===== config.mk =====
export PLATFORM = sky130hd
export DESIGN_NAME = csv_line_field_splitter_top
export DESIGN_NICKNAME = d
export VERILOG_FILES = /design/src/rtl/csvs_pkg.sv /design/src/rtl/csvs_parse.sv /design/src/rtl/csvs_skid.sv /design/src/rtl/csv_line_field_splitter_top.sv
export VERILOG_INCLUDE_DIRS = /design/src /design/src/rtl
export SDC_FILE = /design/constraint.sdc
export NUM_CORES = 1
export LEC_CHECK = 0
export BUFFER_PORTS_ARGS = -buffer_cell sky130_fd_sc_hd__buf_2
export CORE_MARGIN = 2
export CORE_UTILIZATION = 56
export DETAILED_ROUTE_END_ITERATION = 16
export GPL_TIMING_DRIVEN = 0
export PLACE_DENSITY = 0.9
export SETUP_SLACK_MARGIN = 0.1
export SLEW_MARGIN = 20
export SYNTH_ARGS = -nofsm -noshare
export SYNTH_HDL_FRONTEND = slang
export SYNTH_SLANG_ARGS = --single-unit
export TNS_END_PERCENT = 30

===== constraint.sdc =====
create_clock -name clock -period 5.2 [get_ports clock]
set_input_delay 1.04 -clock clock [delete_from_list [all_inputs] [get_ports clock]]
set_output_delay 1.04 -clock clock [all_outputs]
set_load 0.02 [all_outputs]

===== src/rtl/csv_line_field_splitter_top_assert.svh =====
// Assertion macros shared by the CSV line field splitter modules.
// Depends on nothing; included by the modules that carry checks.
`ifndef CSV_LINE_FIELD_SPLITTER_TOP_ASSERT_SVH
`define CSV_LINE_FIELD_SPLITTER_TOP_ASSERT_SVH

// Same-cycle implication, checked at every rising edge outside reset.
`define CSVS_ASSERT_IMP(label, clk, rst, ante, cons) \
   label: assert property (@(posedge clk) disable iff (rst) (ante) |-> (cons)) \
      else $error("csvs assertion failed");

// Next-cycle implication, checked at every rising edge outside reset.
`define CSVS_ASSERT_NXT(label, clk, rst, ante, cons) \
   label: assert property (@(posedge clk) disable iff (rst) (ante) |=> (cons)) \
      else $error("csvs assertion failed");

`endif


===== src/rtl/csvs_pkg.sv =====
// Shared types and constants for the CSV line field splitter.
// Depends on nothing; imported by every module of the block.
`timescale 1ns / 1ps

package csvs_pkg;

   localparam int MAX_FIELDS  = 256;
   localparam int FIELD_CNT_W = $clog2(MAX_FIELDS + 1);
   localparam int FIELD_W     = 9;
   localparam int CHAR_W      = 8;

   localparam logic [CHAR_W-1:0] CH_COMMA = 8'h2C;
   localparam logic [CHAR_W-1:0] CH_QUOTE = 8'h22;
   localparam logic [CHAR_W-1:0] CH_NUL   = 8'h00;

   typedef enum logic [1:0] {
      KIND_DATA      = 2'd0,
      KIND_FIELD_END = 2'd1,
      KIND_ROW_END   = 2'd2
   } kind_type;

   typedef struct packed {
      kind_type             kind;
      logic [CHAR_W-1:0]    data_byte;
      logic [FIELD_W-1:0]   field_num;
      logic [FIELD_W-1:0]   fields_in_row;
      logic                 row_ok;
   } rsp_type;

endpackage


===== src/rtl/csvs_parse.sv =====
// Quote and field state tracking with per-byte result decode.
// Depends on csvs_pkg.
`timescale 1ns / 1ps

module csvs_parse
   import csvs_pkg::*;
(
   input  logic               clock,
   input  logic               reset,
   input  logic               csr_we,
   input  logic [FIELD_W-1:0] csr_wdata,
   input  logic               item_accept,
   input  logic [CHAR_W-1:0]  char_in,
   input  logic               line_end,
   output logic               result_valid,
   output rsp_type            result
);

   logic                   in_quote_ff, in_quote_in;
   logic                   pending_ff, pending_in;
   logic [FIELD_CNT_W-1:0] counter_ff, counter_in;
   logic                   has_chars_ff, has_chars_in;
   logic [FIELD_W-1:0]     expected_ff;

   logic                   quote_eff;
   logic                   counter_full;
   logic [FIELD_CNT_W-1:0] count_sat;

   assign counter_full = (counter_ff >= FIELD_CNT_W'(MAX_FIELDS));
   assign count_sat    = counter_full ? FIELD_CNT_W'(MAX_FIELDS)
                                      : counter_ff + FIELD_CNT_W'(1);

   always_comb begin
      in_quote_in  = in_quote_ff;
      pending_in   = 1'b0;
      counter_in   = counter_ff;
      has_chars_in = has_chars_ff;
      result_valid = 1'b0;
      result.kind          = KIND_DATA;
      result.data_byte     = CH_NUL;
      result.field_num     = FIELD_W'(counter_ff);
      result.fields_in_row = '0;
      result.row_ok        = 1'b0;
      quote_eff    = pending_ff ? 1'b0 : in_quote_ff;

      if (pending_ff && !line_end && (char_in == CH_QUOTE)) begin
         // Doubled quote inside a quoted field: one literal quote.
         result_valid     = 1'b1;
         result.data_byte = CH_QUOTE;
      end else if (line_end) begin
         result_valid         = has_chars_ff;
         result.kind          = KIND_ROW_END;
         result.fields_in_row = FIELD_W'(count_sat);
         result.row_ok        = (32'(count_sat) == 32'(expected_ff));
         in_quote_in          = 1'b0;
         counter_in           = '0;
         has_chars_in         = 1'b0;
      end else begin
         has_chars_in = 1'b1;
         in_quote_in  = quote_eff;
         if (char_in == CH_QUOTE) begin
            // A quote in quote mode waits for the next byte to decide.
            if (quote_eff) begin
               pending_in = 1'b1;
            end else begin
               in_quote_in = 1'b1;
            end
         end else if ((char_in == CH_COMMA) && !quote_eff) begin
            result_valid = 1'b1;
            result.kind  = KIND_FIELD_END;
            if (!counter_full) begin
               counter_in = counter_ff + FIELD_CNT_W'(1);
            end
         end else begin
            result_valid     = 1'b1;
            result.data_byte = char_in;
         end
      end
   end

   always_ff @(posedge clock) begin
      if (reset) begin
         in_quote_ff  <= 1'b0;
         pending_ff   <= 1'b0;
         counter_ff   <= '0;
         has_chars_ff <= 1'b0;
         expected_ff  <= FIELD_W'(1);
      end else begin
         if (csr_we) begin
            expected_ff <= csr_wdata;
         end
         if (item_accept) begin
            in_quote_ff  <= in_quote_in;
            pending_ff   <= pending_in;
            counter_ff   <= counter_in;
            has_chars_ff <= has_chars_in;
         end
      end
   end

endmodule


===== src/rtl/csvs_skid.sv =====
// Two-entry output register with skid stage for result transfers.
// Depends on csvs_pkg and the shared assertion macro header.
`timescale 1ns / 1ps
`include "csv_line_field_splitter_top_assert.svh"

module csvs_skid
   import csvs_pkg::*;
(
   input  logic    clock,
   input  logic    reset,
   input  logic    in_valid,
   output logic    in_ready,
   input  rsp_type in_data,
   output logic    out_valid,
   input  logic    out_ready,
   output rsp_type out_data
);

   logic    out_valid_ff;
   logic    skid_valid_ff;
   rsp_type out_data_ff;
   rsp_type skid_data_ff;
   logic    push;
   logic    pop;

   assign in_ready  = !skid_valid_ff;
   assign push      = in_valid && in_ready;
   assign pop       = out_valid_ff && out_ready;
   assign out_valid = out_valid_ff;
   assign out_data  = out_data_ff;

   always_ff @(posedge clock) begin
      if (reset) begin
         out_valid_ff  <= 1'b0;
         skid_valid_ff <= 1'b0;
      end else if (skid_valid_ff) begin
         if (pop) begin
            out_data_ff   <= skid_data_ff;
            skid_valid_ff <= 1'b0;
         end
      end else if (push) begin
         if (!out_valid_ff || pop) begin
            out_data_ff  <= in_data;
            out_valid_ff <= 1'b1;
         end else begin
            skid_data_ff  <= in_data;
            skid_valid_ff <= 1'b1;
         end
      end else if (pop) begin
         out_valid_ff <= 1'b0;
      end
   end

   `CSVS_ASSERT_IMP(skid_implies_out, clock, reset, skid_valid_ff, out_valid_ff)
   `CSVS_ASSERT_NXT(skid_held_on_stall, clock, reset, skid_valid_ff && !out_ready,
                    skid_valid_ff && $stable(skid_data_ff))
   `CSVS_ASSERT_NXT(push_on_stall_fills_skid, clock, reset,
                    push && out_valid_ff && !out_ready, skid_valid_ff)

endmodule


===== src/rtl/csv_line_field_splitter_top.sv =====
// Each result is registered in the output buffer; an rsp stall can hold it in the skid entry.
// One req transfer per cycle while req_tready is high; parse state updates once per byte.
// The two-entry output buffer takes one more result while rsp stalls, then drops req_tready.
// Reset (synchronous, active high) clears quote mode, the field count and both output entries,
// and sets the expected field count to one. There is no clearing pass.
`timescale 1ns / 1ps

// Top level of the CSV line field splitter. It joins the parse stage to the output buffer.
// Depends on csvs_pkg, csvs_parse and csvs_skid.
module csv_line_field_splitter_top
   import csvs_pkg::*;
(
   input  logic        clock,
   input  logic        reset,
   // Configuration: expected field count per row.
   input  logic        csr_we,
   input  logic [8:0]  csr_wdata,
   // Input stream: one byte of a line per transfer, or an end-of-line marker.
   input  logic        req_tvalid,
   output logic        req_tready,
   input  logic [7:0]  req_tdata,   // [7:0] char_in
   input  logic        req_tlast,   // line_end
   // Result stream.
   output logic        rsp_tvalid,
   input  logic        rsp_tready,
   output logic [31:0] rsp_tdata,   // [7:0] data_byte, [16:8] field_num,
                                    // [25:17] fields_in_row, [26] row_ok, [31:27] zero
   output logic [1:0]  rsp_tuser    // [1:0] result_kind
);

   logic    item_accept;
   logic    result_valid;
   rsp_type result;
   logic    buf_ready;
   rsp_type out_data;

   // The buffer can always take one more entry unless its skid stage is full, so the
   // input side only waits when a result is stuck and another one is already queued.
   assign req_tready  = buf_ready;
   assign item_accept = req_tvalid && req_tready;

   // The parse stage updates its state on every accepted transfer and decodes at most
   // one result from the current state and the incoming byte.
   csvs_parse u_parse (
      .clock        (clock),
      .reset        (reset),
      .csr_we       (csr_we),
      .csr_wdata    (csr_wdata),
      .item_accept  (item_accept),
      .char_in      (req_tdata),
      .line_end     (req_tlast),
      .result_valid (result_valid),
      .result       (result)
   );

   // Only transfers with a result are pushed; empty lines and most quote bytes produce none.
   csvs_skid u_skid (
      .clock     (clock),
      .reset     (reset),
      .in_valid  (item_accept && result_valid),
      .in_ready  (buf_ready),
      .in_data   (result),
      .out_valid (rsp_tvalid),
      .out_ready (rsp_tready),
      .out_data  (out_data)
   );

   assign rsp_tuser = out_data.kind;
   assign rsp_tdata = {5'b0, out_data.row_ok, out_data.fields_in_row,
                       out_data.field_num, out_data.data_byte};

endmodule

== After elaboration in Yosys (flattened, before gate mapping) ==
Index checks and enable logic that the tools add are counted.

* Flip-flop bits (word level): 81
* Bits in latches: 0
* RAM bits: 0
* Memory bits (read-only): 0
* Input bits: 23
* Output and inout port bits: 36
* Memories kept: 0

* Add/sub/neg operators: 1
* $mul: 0
* Div/mod/pow operators: 0
* Order comparisons: 1
* Equality and inequality tests: 7
* Shift operators: 0
* Multiplexer cells: 36
* Bitwise operators: 4
* Reduce and logical (&&, ||, !) cells: 21

{| class="wikitable"
|+ Operators with widths
! cell !! number
|-
| 29-bit two-way mux || 4
|-
| 9-bit two-way mux || 6
|-
| 8-bit two-way mux || 3
|-
| 10-bit two-way mux || 2
|-
| 1-bit two-way mux || 19
|-
| 8-bit by 6-bit equality test with 1-bit output (second input constant) || 2
|-
| 9-bit by 1-bit adder with 9-bit output (second input constant) || 1
|-
| 9-bit equality test || 1
|-
| 9-bit >= comparator (second input constant) || 1
|-
| 2-bit inequality test (second input constant) || 4
|-
| 4-bit AND reduction || 2
|-
| 2-bit nonzero test || 4
|-
| 1-bit logical AND || 7
|-
| 5-bit AND reduction || 1
|-
| 1-bit zero test || 4
|-
| 2-bit two-way mux || 2
|-
| 1-bit NOT || 4
|-
| 3-bit AND reduction || 1
|-
| 2-bit AND reduction || 1
|-
| 1-bit logical OR || 1
|}

== Depth between registers and ports, before layout ==
Gate-level depths: netlist of run 1.

* Depth in word-level cells: 10
* Mapped depth: 9
* Gate-level depth less buffers: 8

== Cells and area by module ==
Synthesis of run 1 repeated with hierarchy kept, for this count alone.

* Cells, all modules: 299
* Area total of the unflattened synthesis: 3744.8 µm²

{| class="wikitable"
|+ Modules (own cells, without submodules)
! module !! times used !! cells an instance !! area an instance (µm²) !! seq. area each (µm²)
|-
| csvs_skid || 1 || 104 || 2243.4 || 1781.7
|-
| csvs_parse || 1 || 187 || 1447.6 || 420.4
|-
| csv_line_field_splitter_top || 1 || 8 || 53.8 || 0.0
|}

== Least setup slack after synthesis of run 1 ==
OpenSTA, ideal clock, no wires.

* Kind: input port to flip-flop
* Start: input port req_tdata[1]
* End: register u_skid.skid_data_ff[0] (netlist bit), enable pin
* Library setup time: 0.491 ns
* Arrival: 4.359 ns
* Data required time: 4.709 ns
* Setup slack: 0.350 ns
* Stages on the path: 4
* Path buffers: 0
* Path through: nor3b_1 > nand4bb_1 > o311ai_0 > nor4_1

* Cells in the longest elaborated chain, start to end: 7

{| class="wikitable"
|+ RTL lines
! element !! line !! text
|-
| from (decl) || csv_line_field_splitter_top.sv:21 || <nowiki>input logic [7:0] req_tdata,</nowiki>
|-
| 8-bit by 6-bit equality test with 1-bit output (*) || csvs_parse.sv:46, csvs_parse.sv:61 ||
|-
| 1-bit two-way mux || csvs_parse.sv:61 || <nowiki>if (char_in == CH_QUOTE) begin</nowiki>
|-
| 1-bit two-way mux || csvs_parse.sv:50 || <nowiki>end else if (line_end) begin</nowiki>
|-
| 1-bit two-way mux (*) || csvs_parse.sv:46 || <nowiki>if (pending_ff && !line_end && (char_in == CH_QUOTE)) begin</nowiki>
|-
| 1-bit logical AND (*) || csv_line_field_splitter_top.sv:60 || <nowiki>.in_valid (item_accept && result_valid),</nowiki>
|-
| 1-bit logical AND (*) || csvs_skid.sv:27 || <nowiki>assign push = in_valid && in_ready;</nowiki>
|-
| 4-bit AND reduction (no source line) (*) || n/a ||
|-
| to (signal assigned) || csvs_skid.sv:46 || <nowiki>skid_data_ff <= in_data;</nowiki>
|-
| to (decl) || csvs_skid.sv:22 || <nowiki>rsp_type skid_data_ff;</nowiki>
|}

Mark *: on every way between the ends. The rest lies on a longest branch, timed or not.
A chain may end at the register's enable or synchronous reset.

== Final worst setup path of run 1 ==
* Start: input port req_tdata[3]
* End: register u_skid.skid_data_ff[27] (netlist bit), enable pin

Same word-level chain as after synthesis.

==> results of run 1 <==
synthesized netlist by cell type (all sizes together) (6+ instances only):
library cell  number  area share
a21oi             16       0.021
buf               11       0.022
clkbuf            16       0.016
dfxtp             23        0.12
edfxtp            58        0.46
mux2              19       0.057
mux2i              9       0.024
nand2             22       0.022
nand2b             6       0.010
nand3              6      0.0080
nor2              34       0.034
nor2b             10       0.017
nor3               8       0.013
o21ai             12       0.016
o31ai              9       0.019
xnor2              7       0.021
through the flow:
stage | hold slack, ps | cells
3_5_place_dp | 419 | 457
2_1_floorplan | 403 | 324
3_3_place_gp | 410 | 452
4_1_cts | 437 | 473
6_report | 440 | 473
5_1_grt | 445 | 473
cells by family (layout without fill, tap and decap cells):
kind of cell / count (synthesis) / after routing / share of synthesized area
DFF: 81 / 81 / 0.585
muxes: 28 / 28 / 0.0807
AOI/OAI and AO/OA: 49 / 49 / 0.0831
buffers and inverters: 32 / 104 / 0.0425
xor gates and xnor gates: 11 / 11 / 0.0342
and+or+nand+nor: 116 / 116 / 0.167
other: 1 / 5 / 0.000996
adders and majority gates: 2 / 2 / 0.00664
layout make-up:
class	instances	area share
clock inverter	6	0.00804
sequential	81	0.506
clock buffer	10	0.0293
buffer	27	0.0325
multi-input combinational	211	0.331
timing repair buffer	56	0.0669
tap	77	0.0221
inverter	5	0.00431
registers in the layout, summed over array words and instances (netlist names):
signal,cells
u_skid.skid_data_ff,29
u_skid.out_data,29
u_parse.counter_ff,9
u_parse.pending_ff,1
u_skid.out_valid,1
u_parse.in_quote_ff,1
u_skid.skid_valid_ff,1
u_parse.expected_ff,9
u_parse.has_chars_ff,1
metal layers:
layer  routed length (um)  share of wire  vias to the layer above
met5                    0              0                        -
met4                  280          0.035                        0
met3                  623          0.078                       30
met2                 3750           0.47                      143
met1                 3290           0.41                     1249
li1                     -              -                     1294
worst paths after layout:
kind	from	to	cells past startpoint
max	req_tdata[3]	u_skid.skid_data_ff[27]	7
min	u_parse.counter_ff[8]	u_skid.skid_data_ff[18]	0
max reg2reg	u_parse.counter_ff[0]	u_skid.out_data[0]	9
min reg2reg	u_parse.counter_ff[8]	u_skid.skid_data_ff[18]	0
power by group through the flow:
stage	Sequential (mW)	Combinational, mW	Clock (mW)
2_1_floorplan	0.739	0.0590	0
3_3_place_gp	0.728	0.0992	0
3_5_place_dp	0.728	0.106	0
4_1_cts	0.713	0.107	0.396
5_1_grt	0.715	0.118	0.424
6_report	0.714	0.108	0.393
==> qor.yml, run 1 <==
outcome:
  status: "completed"
cells_and_area:
  final_area_sq_mm: 0.00436
  mostFrequentLayoutCells: "edfxtp_1 (58), buf_2 (55), nor2_1 (34), dfxtp_1 (23), nand2_1 (22)"
  multiInputGateArea_sq_mm: 0.00144
  fill_cells: 469
  drive_above_1_share: 0.278
  nets: 416
  mostFrequentLayoutCell: "edfxtp_1"
  final-seq-area_sq_mm: 0.00220
  diodes: 0
  syn2layout_area_growth_pct: 15.6
  utilization: 0.678
route:
  drc_errors: 0
  first_iter_violations: 179
  ant_nets: 0
  wl_per_cell_um: 16.8
  totalWireLength_um: 7950
  dr_total_vias: 2716
  drt_pre_antenna_iters: 4
  vias_per_cell: 5.74
floorplan:
  io-pin-count: 59
  dieArea_sq_mm: 0.00740
  core-area_sq_mm: 0.00642
  fp.dieH_um: 86.0
  start_util: 0.586
  num_rows: 29
  die_w_um: 86.0
global_route:
  met3_usage: 0.0414
  busiest_layer: "met2"
  grtUsageTotal: 0.225
  grt_remaining_overflow: 0
  grt_pass1_vias: 2748
  use_met2: 0.354
  grt_max_degree: 19
  met1_usage: 0.291
  antenna_found_initial: 0
  grt_pass1_wl_um: 12800
yosys:
  yosysSeqAreaShare: 0.585
  synth.distinct_cells: 54
  synth_flop_cell: "edfxtp_1"
  netlist_area_sq_mm: 0.00377
  syn_area_per_cell_sq_um: 11.8
  ys_ff_latch: 81
  synthArstFlopShare: 0
  synthesis.instances: 320
  synth_edf_count: 58
  yosysWarnings: 0
worst_setup_path:
  crit_type: "in -> reg"
  cp.required_ps: 5320
  start_kind: "input port"
  rrSetupSlack_ps: 2370
  slowest_delay_ps: 750
  critPathSlowestCell: "o311ai_1"
  crit_top_cell: "buf_2"
  cp-end-kind: "register"
  path_cells: "buf_2, nor3b_1, nand4bb_1, o311ai_1, nor4_2, buf_2, buf_4"
  cp.buffers_inverters: 3
  crit_fanout: 7
  critical_path.top_delay_family: "simple AND/OR/NAND/NOR gates"
  arrival_ps: 3300
timing:
  min_period_ps: 3190
  fin_skew_ps: 8.10
  setup_viol: 0
  max_freq_mhz: 314
  fin_crit_sh: 0.613
  finalSetupTns_ps: 0
  worst_pin_slew_ps: 811
  slew_viol_final: 0
  rsz0062_at_grt: "false"
  hold_violations: 0
  slew-limit-headroom: 0.451
  worst_slack_ps: 2010
pwr:
  p_per_area_mw_per_mm2: 279
  power_mw: 1.21
  ir_drop_mv: 0.155
  p_seq_frac: 0.588
  pwr-share-clk: 0.323
  leakagePower_nw: 1.65
  intPower_uw: 916
  pwr-share-comb: 0.089
  swShare: 0.245
  switching_power_uw: 298
placement:
  hpwlAfterDp_um: 5680
  pre_cts_ws_ps: 1460
  gp_congestion: 0.901
  dpl_cell_area_sq_mm: 0.00419
  portBuffers: 51
clocking:
  clk_pin_slew_ps: 80
  root_buffer: "clkbuf_8"
  ctsResizeCount: 0
  cts_tree: "done"
  cts.sinks: 81
  clk_latency_ps: 350
  cts_hold_buf: 0
  htreeDepth: 3
  cts_buffers: 9
  cts_setup_buffers: 0
  clockBufferDepth: 2
flow_run:
  cap_viol_max_count: 0
hold_path:
  hold_path.class: "reg -> reg"
No activity file was read; power rests on OpenSTA's default activity.
==> inputs of run 2 (changes only) <==
- ABC_AREA: not set -> 1
- clock period: 5.2 -> 3.2 ns (I/O delays scaled with it)
==> qor.yml, run 2 <==
timing:
  slew_viol_final: 0  # unchanged
  worst_slack_ps: 898  # -1110 ps
  fin_crit_sh: 0.719
  rsz0062_at_grt: "false"
  slew-limit-headroom: 0.533  # +0.0824
  finalSetupTns_ps: 0  # unchanged
  min_period_ps: 2300
  fin_skew_ps: 11.6  # +3.50 ps
  hold_violations: 0  # unchanged
  setup_viol: 0  # unchanged
  max_freq_mhz: 434
  worst_pin_slew_ps: 697  # -115 ps
yosys:
  synth_top_area_share: 0.484  # +0.0215
  synth.most_common_cell: "nand2_1"
  synth_compound_area_frac: 0.0786  # -0.00448
  synth_fa_ha_area_frac: 0.00695  # +0.000310
  synthArstFlopShare: 0  # unchanged
  synth_edf_count: 58  # unchanged
  netlist_area_sq_mm: 0.00360  # -4.5%
  synth.area.top_cells: "edfxtp_1 (48%), dfxtp_1 (13%), nand2_1 (12%)"
  synth_simple_gate_area_frac: 0.236  # +0.0686
  synth_mux_area_frac: 0  # -0.0807
  yosysWarnings: 0  # unchanged
  synth_flop_cell: "edfxtp_1"
  synth_xor_area_frac: 0  # -0.0342
  ys_top_cells_by_count: "nand2_1 (115), edfxtp_1 (58), nor2_1 (37)"
  synth.distinct_cells: 33  # -39%
  ys_ff_latch: 81  # unchanged
  yosysSeqAreaShare: 0.612  # +0.0272
  yosys.area.top_type: "edfxtp_1"
  synth_top_family_by_area: "simple AND/OR/NAND/NOR gates"
  syn_area_per_cell_sq_um: 9.27  # -21%
  synthesis.instances: 388  # +21%
route:
  ant_nets: 0  # unchanged
  drt_pre_antenna_iters: 7  # +3
  dr_total_vias: 2987  # +10%
  drc_errors: 0  # unchanged
  wl_per_cell_um: 15.4  # -8.0%
  vias_per_cell: 5.50  # -4.2%
  totalWireLength_um: 8390  # +5.6%
  first_iter_violations: 302  # +69%
worst_setup_path:
  crit_fanout: 11  # +4
  path_cells: "clkbuf_1, o21ai_0, a211oi_4, buf_6, buf_6"
  critical_path.top_delay_family: "buffers and inverters"
  cp-end-kind: "register"
  crit_type: "reg -> reg"
  crit_top_cell: "buf_6"
  slowest_delay_ps: 540  # -210 ps
  start_kind: "register"
  critPathSlowestCell: "a211oi_4"
  arrival_ps: 2370  # -930 ps
  cp.required_ps: 3270  # -2050 ps
  cp.buffers_inverters: 3  # unchanged
clocking:
  clk_latency_ps: 360  # about the same
  root_buffer: "clkbuf_8"
  clockBufferDepth: 2  # unchanged
  cts_setup_buffers: 0  # unchanged
  cts_tree: "done"
  cts.sinks: 81  # unchanged
  ctsResizeCount: 0  # unchanged
  htreeDepth: 3  # unchanged
  cts_hold_buf: 0  # unchanged
  clk_pin_slew_ps: 80  # about the same
  cts_buffers: 9  # unchanged
cells_and_area:
  nets: 486  # +17%
  syn2layout_area_growth_pct: 18.3
  utilization: 0.678  # about the same
  mostFrequentLayoutCell: "nand2_1"
  mostFrequentLayoutCells: "nand2_1 (115), edfxtp_1 (58), buf_2 (53), nor2_1 (37), inv_1 (33)"
  final_area_sq_mm: 0.00426  # -2.3%
  drive_above_1_share: 0.212  # -0.0653
  diodes: 0  # unchanged
placement:
  gp_congestion: 0.885  # -1.8%
  dpl_cell_area_sq_mm: 0.00405  # -3.5%
  hpwlAfterDp_um: 5910  # +4.1%
  pre_cts_ws_ps: 639  # -824 ps
  portBuffers: 53  # +3.9%
pwr:
  ir_drop_mv: 0.282  # +81%
  p_per_area_mw_per_mm2: 502  # +80%
  leakagePower_nw: 1.77  # +6.8%
global_route:
  grt_pass1_wl_um: 13500  # +5.9%
  antenna_found_initial: 0  # unchanged
  grtUsageTotal: 0.246  # +0.0212
  grt_remaining_overflow: 0  # unchanged
  grt_max_degree: 14  # -5
  grt_pass1_vias: 2916  # +6.1%
hold_path:
  hold_path.class: "reg -> reg"
outcome:
  status: "completed"
floorplan:
  start_util: 0.573  # -0.0132
  io-pin-count: 59  # unchanged
  dieArea_sq_mm: 0.00708  # -4.2%
  num_rows: 29  # unchanged
  fp.dieH_um: 84.2  # -2.1%
  die_w_um: 84.2  # -2.1%
  core-area_sq_mm: 0.00628  # -2.3%
flow_run:
  cap_viol_max_count: 0  # unchanged
-- run 2: tightest hold or removal path: stages (launching register included) --
cell	delay, ps
dfxtp_1	310
inv_1	70
a21oi_1	60
-- run 2: worst paths after layout --
check                           endpoint  slack (ps)                    from  cells past startpoint
setup / recovery     u_skid.out_data[27]         900    u_skid.skid_valid_ff                      5
hold / removal    u_parse.expected_ff[6]         480  u_parse.expected_ff[6]                      2
setup reg to reg     u_skid.out_data[27]         900    u_skid.skid_valid_ff                      5
hold reg to reg   u_parse.expected_ff[6]         480  u_parse.expected_ff[6]                      2
-- run 2: logic make-up after synthesis --
family                     Yosys count
buffers and inverters               56
adders and majority gates            2
AOI/OAI and AO/OA                   52
and+or+nand+nor                    196
other                                1
DFF                                 81
-- run 2: stage by stage --
stage                     total power, mW  std cells  hold slack (ps)
after floorplan                      1.29        392              444
after global placement               1.34        522              455
after detailed placement             1.35        527              458
after CTS                            2.14        543              473
after global routing                 2.20        543              505
final                                2.14        543              481
-- run 2: report_power, final --
part	internal, mW	switching [mW]	total [mW]
combinational	0.0563	0.117	0.174
sequential	1.15	0.0133	1.16
clock	0.438	0.362	0.800
-- run 2: routing by layer --
metal | global-route usage | vias to the layer above | part of all wire | wire, um
li1 | - | 1415 | - | -
met5 | 0 | - | 0 | 0
met3 | 0.0541 | 21 | 0.070 | 589
met1 | 0.293 | 1412 | 0.39 | 3230
met2 | 0.427 | 139 | 0.52 | 4360
met4 | 0.114 | 0 | 0.024 | 203
-- run 2: area by class of cell --
class	instances	area, sq um
clock inverters	5	80.1
inverters	37	139
fillers	471	2020
clock buffers	11	131
multi-input cells	255	1190
plain buffers	19	97.6
well taps	77	96.3
flip-flops and latches	81	2200
repair buffers	58	318
==> inputs of run 3 (changes only) <==
- CORE_UTILIZATION: 56 -> 50
- PLACE_DENSITY: 0.9 -> 0.86
- clock period: 3.2 -> 2.1 ns (I/O delays scaled with it)
==> qor.yml, run 3 (same netlist as run 2, synthesis figures left out) <==
clocking:
  root_buffer: "clkbuf_8"
  htreeDepth: 3  # unchanged
  clk_pin_slew_ps: 80  # about the same
  cts_buffers: 9  # unchanged
  cts.sinks: 81  # unchanged
  clockBufferDepth: 2  # unchanged
  clk_latency_ps: 360  # about the same
  cts_tree: "done"
timing:
  fin_skew_ps: 10.4  # -1.23 ps
  fin_crit_sh: 0.950  # +0.231
  slew-limit-headroom: 0.647  # +0.114
  whs_ps: 285  # -197 ps
  rsz0062_at_grt: "true"
  setup_viol: 0  # unchanged
  worst_pin_slew_ps: 530  # -167 ps
  slew_viol_final: 0  # unchanged
  max_freq_mhz: 501  # +15%
  min_period_ps: 2000  # -306 ps
  hold_violations: 0  # unchanged
worst_setup_path:
  start_kind: "register"
  critical_path.top_delay_family: "buffers and inverters"
  crit_fanout: 11  # unchanged
  cp.required_ps: 2170  # -1100 ps
  cp-end-kind: "register"
  path_cells: "clkbuf_1, o21ai_0, a211oi_4, buf_6, buf_6"
  slowest_delay_ps: 420  # -120 ps
  cp.buffers_inverters: 3  # unchanged
  r2r_cells: 5  # unchanged
  cp.depth: 5  # unchanged
  arrival_ps: 2060  # -310 ps
  crit-reg2reg-launch: "u_skid.skid_valid_ff"
  crit_top_cell: "buf_6"
  rrSetupSlack_ps: 100  # -790 ps
  r2r-end: "u_skid.out_data[24]"
  critPathSlowestCell: "clkbuf_1"
  crit_type: "reg -> reg"
placement:
  dpl_cell_area_sq_mm: 0.00408  # +0.84%
  dp.cells: 544  # +3.2%
  portBuffers: 53  # unchanged
  gp_congestion: 0.870  # -1.7%
  hpwlAfterDp_um: 5690  # -3.8%
global_route:
  antenna_found_initial: 0  # unchanged
  grt_remaining_overflow: 0  # unchanged
  grt_pass1_vias: 2750  # -5.7%
  grtUsageTotal: 0.212  # -0.0338
  grt_pass1_wl_um: 12500  # -7.8%
  grt_max_degree: 18  # +4
route:
  dr_total_vias: 2925  # -2.1%
  vias_per_cell: 5.19  # -5.7%
  drt_pre_antenna_iters: 5  # -2
  totalWireLength_um: 7880  # -6.1%
  first_iter_violations: 285  # -5.6%
  wl_per_cell_um: 14.0  # -9.6%
  drc_errors: 0  # unchanged
  ant_nets: 0  # unchanged
floorplan:
  fp.dieH_um: 88.8  # +5.6%
  io-pin-count: 59  # unchanged
  die_w_um: 88.8  # +5.6%
  core-area_sq_mm: 0.00687  # +9.4%
  num_rows: 30  # +3.4%
  start_util: 0.524  # -0.0494
  dieArea_sq_mm: 0.00789  # +11%
pwr:
  power_mw: 3.21  # +50%
  leakagePower_nw: 1.79  # +1.2%
  ir_drop_mv: 0.309  # +9.8%
  p_per_area_mw_per_mm2: 743  # +48%
cells_and_area:
  utilization: 0.628  # -0.0500
  drive_above_1_share: 0.222  # +0.00978
  mostFrequentLayoutCells: "nand2_1 (115), edfxtp_1 (58), buf_2 (53), nor2_1 (37), inv_1 (31)"
  layout.cells.non_filler: 564  # +3.9%
  fill_cells: 576  # +22%
  final-seq-area_sq_mm: 0.00220  # unchanged
  mostFrequentLayoutCell: "nand2_1"
  multiInputGateArea_sq_mm: 0.00121  # +1.2%
  diodes: 0  # unchanged
  syn2layout_area_growth_pct: 19.9
  nets: 488  # +0.41%
  final_area_sq_mm: 0.00431  # +1.4%
hold_path:
  holdPathStages: 3  # +1
  hold_path.class: "in -> reg"
  worst_hold_startpoint: "csr_wdata[5]"
  worstHoldEndpoint: "u_parse.expected_ff[5]"
flow_run:
  cap_viol_max_count: 0  # unchanged
outcome:
  status: "completed"
[run 3: area by class of cell]
cell class / instances / area share
Buffer: 19 / 0.0226
Clock buffer: 12 / 0.0360
Clock inverter: 4 / 0.0116
Inverter: 37 / 0.0348
Multi-Input combinational cell: 255 / 0.280
Sequential cell: 81 / 0.510
Tap cell: 96 / 0.0278
Timing Repair Buffer: 60 / 0.0771
[run 3: per-stage QoR]
step / setup slack, ps / TNS (ps)
global route: 10.9 / 0
global placement: -523 / -26810
finish: 104 / 0
detailed placement: -246 / -5790
floorplan: -17.6 / -510
CTS: 16.5 / 0
[run 3: worst min-delay path: stages]
cell and delay [ps]:
buf_2 80, nor2_1 30, nor2_1 80
[run 3: power breakdown]
| part | switching [mW] | internal, mW |
|---|---|---|
| registers | 0.0186 | 1.75 |
| logic | 0.180 | 0.0895 |
| clock network | 0.554 | 0.615 |
[run 3: worst max-delay path by stage]
stage | from | to | slack [ps]
CTS | u_skid.skid_valid_ff | u_skid.skid_data_ff[14] | 20
finish | u_skid.skid_valid_ff | u_skid.out_data[24] | 100
global placement | req_tdata[6] | u_skid.out_data[12] | -520
floorplan | req_tdata[6] | u_skid.out_data[0] | -20
detailed placement | req_tdata[6] | u_skid.out_data[28] | -250
global route | u_skid.skid_valid_ff | u_skid.out_data[24] | 10
[run 3: timing repair]
item | CTS | global route
buffers inserted | 1 | 3
hold buffers | 0 | 0
pin swaps | 1 | 1
gates resized for setup | 0 | 0
setup endpoints to repair | 36 | 42
[run 3: layer usage]
layer | track usage | up-vias | wire length (um)
met2 | 0.341 | 123 | 3840
met4 | 0.121 | 0 | 210
met1 | 0.272 | 1351 | 3400
met5 | 0 | - | 0
met3 | 0.0354 | 24 | 436
li1 | - | 1427 | -
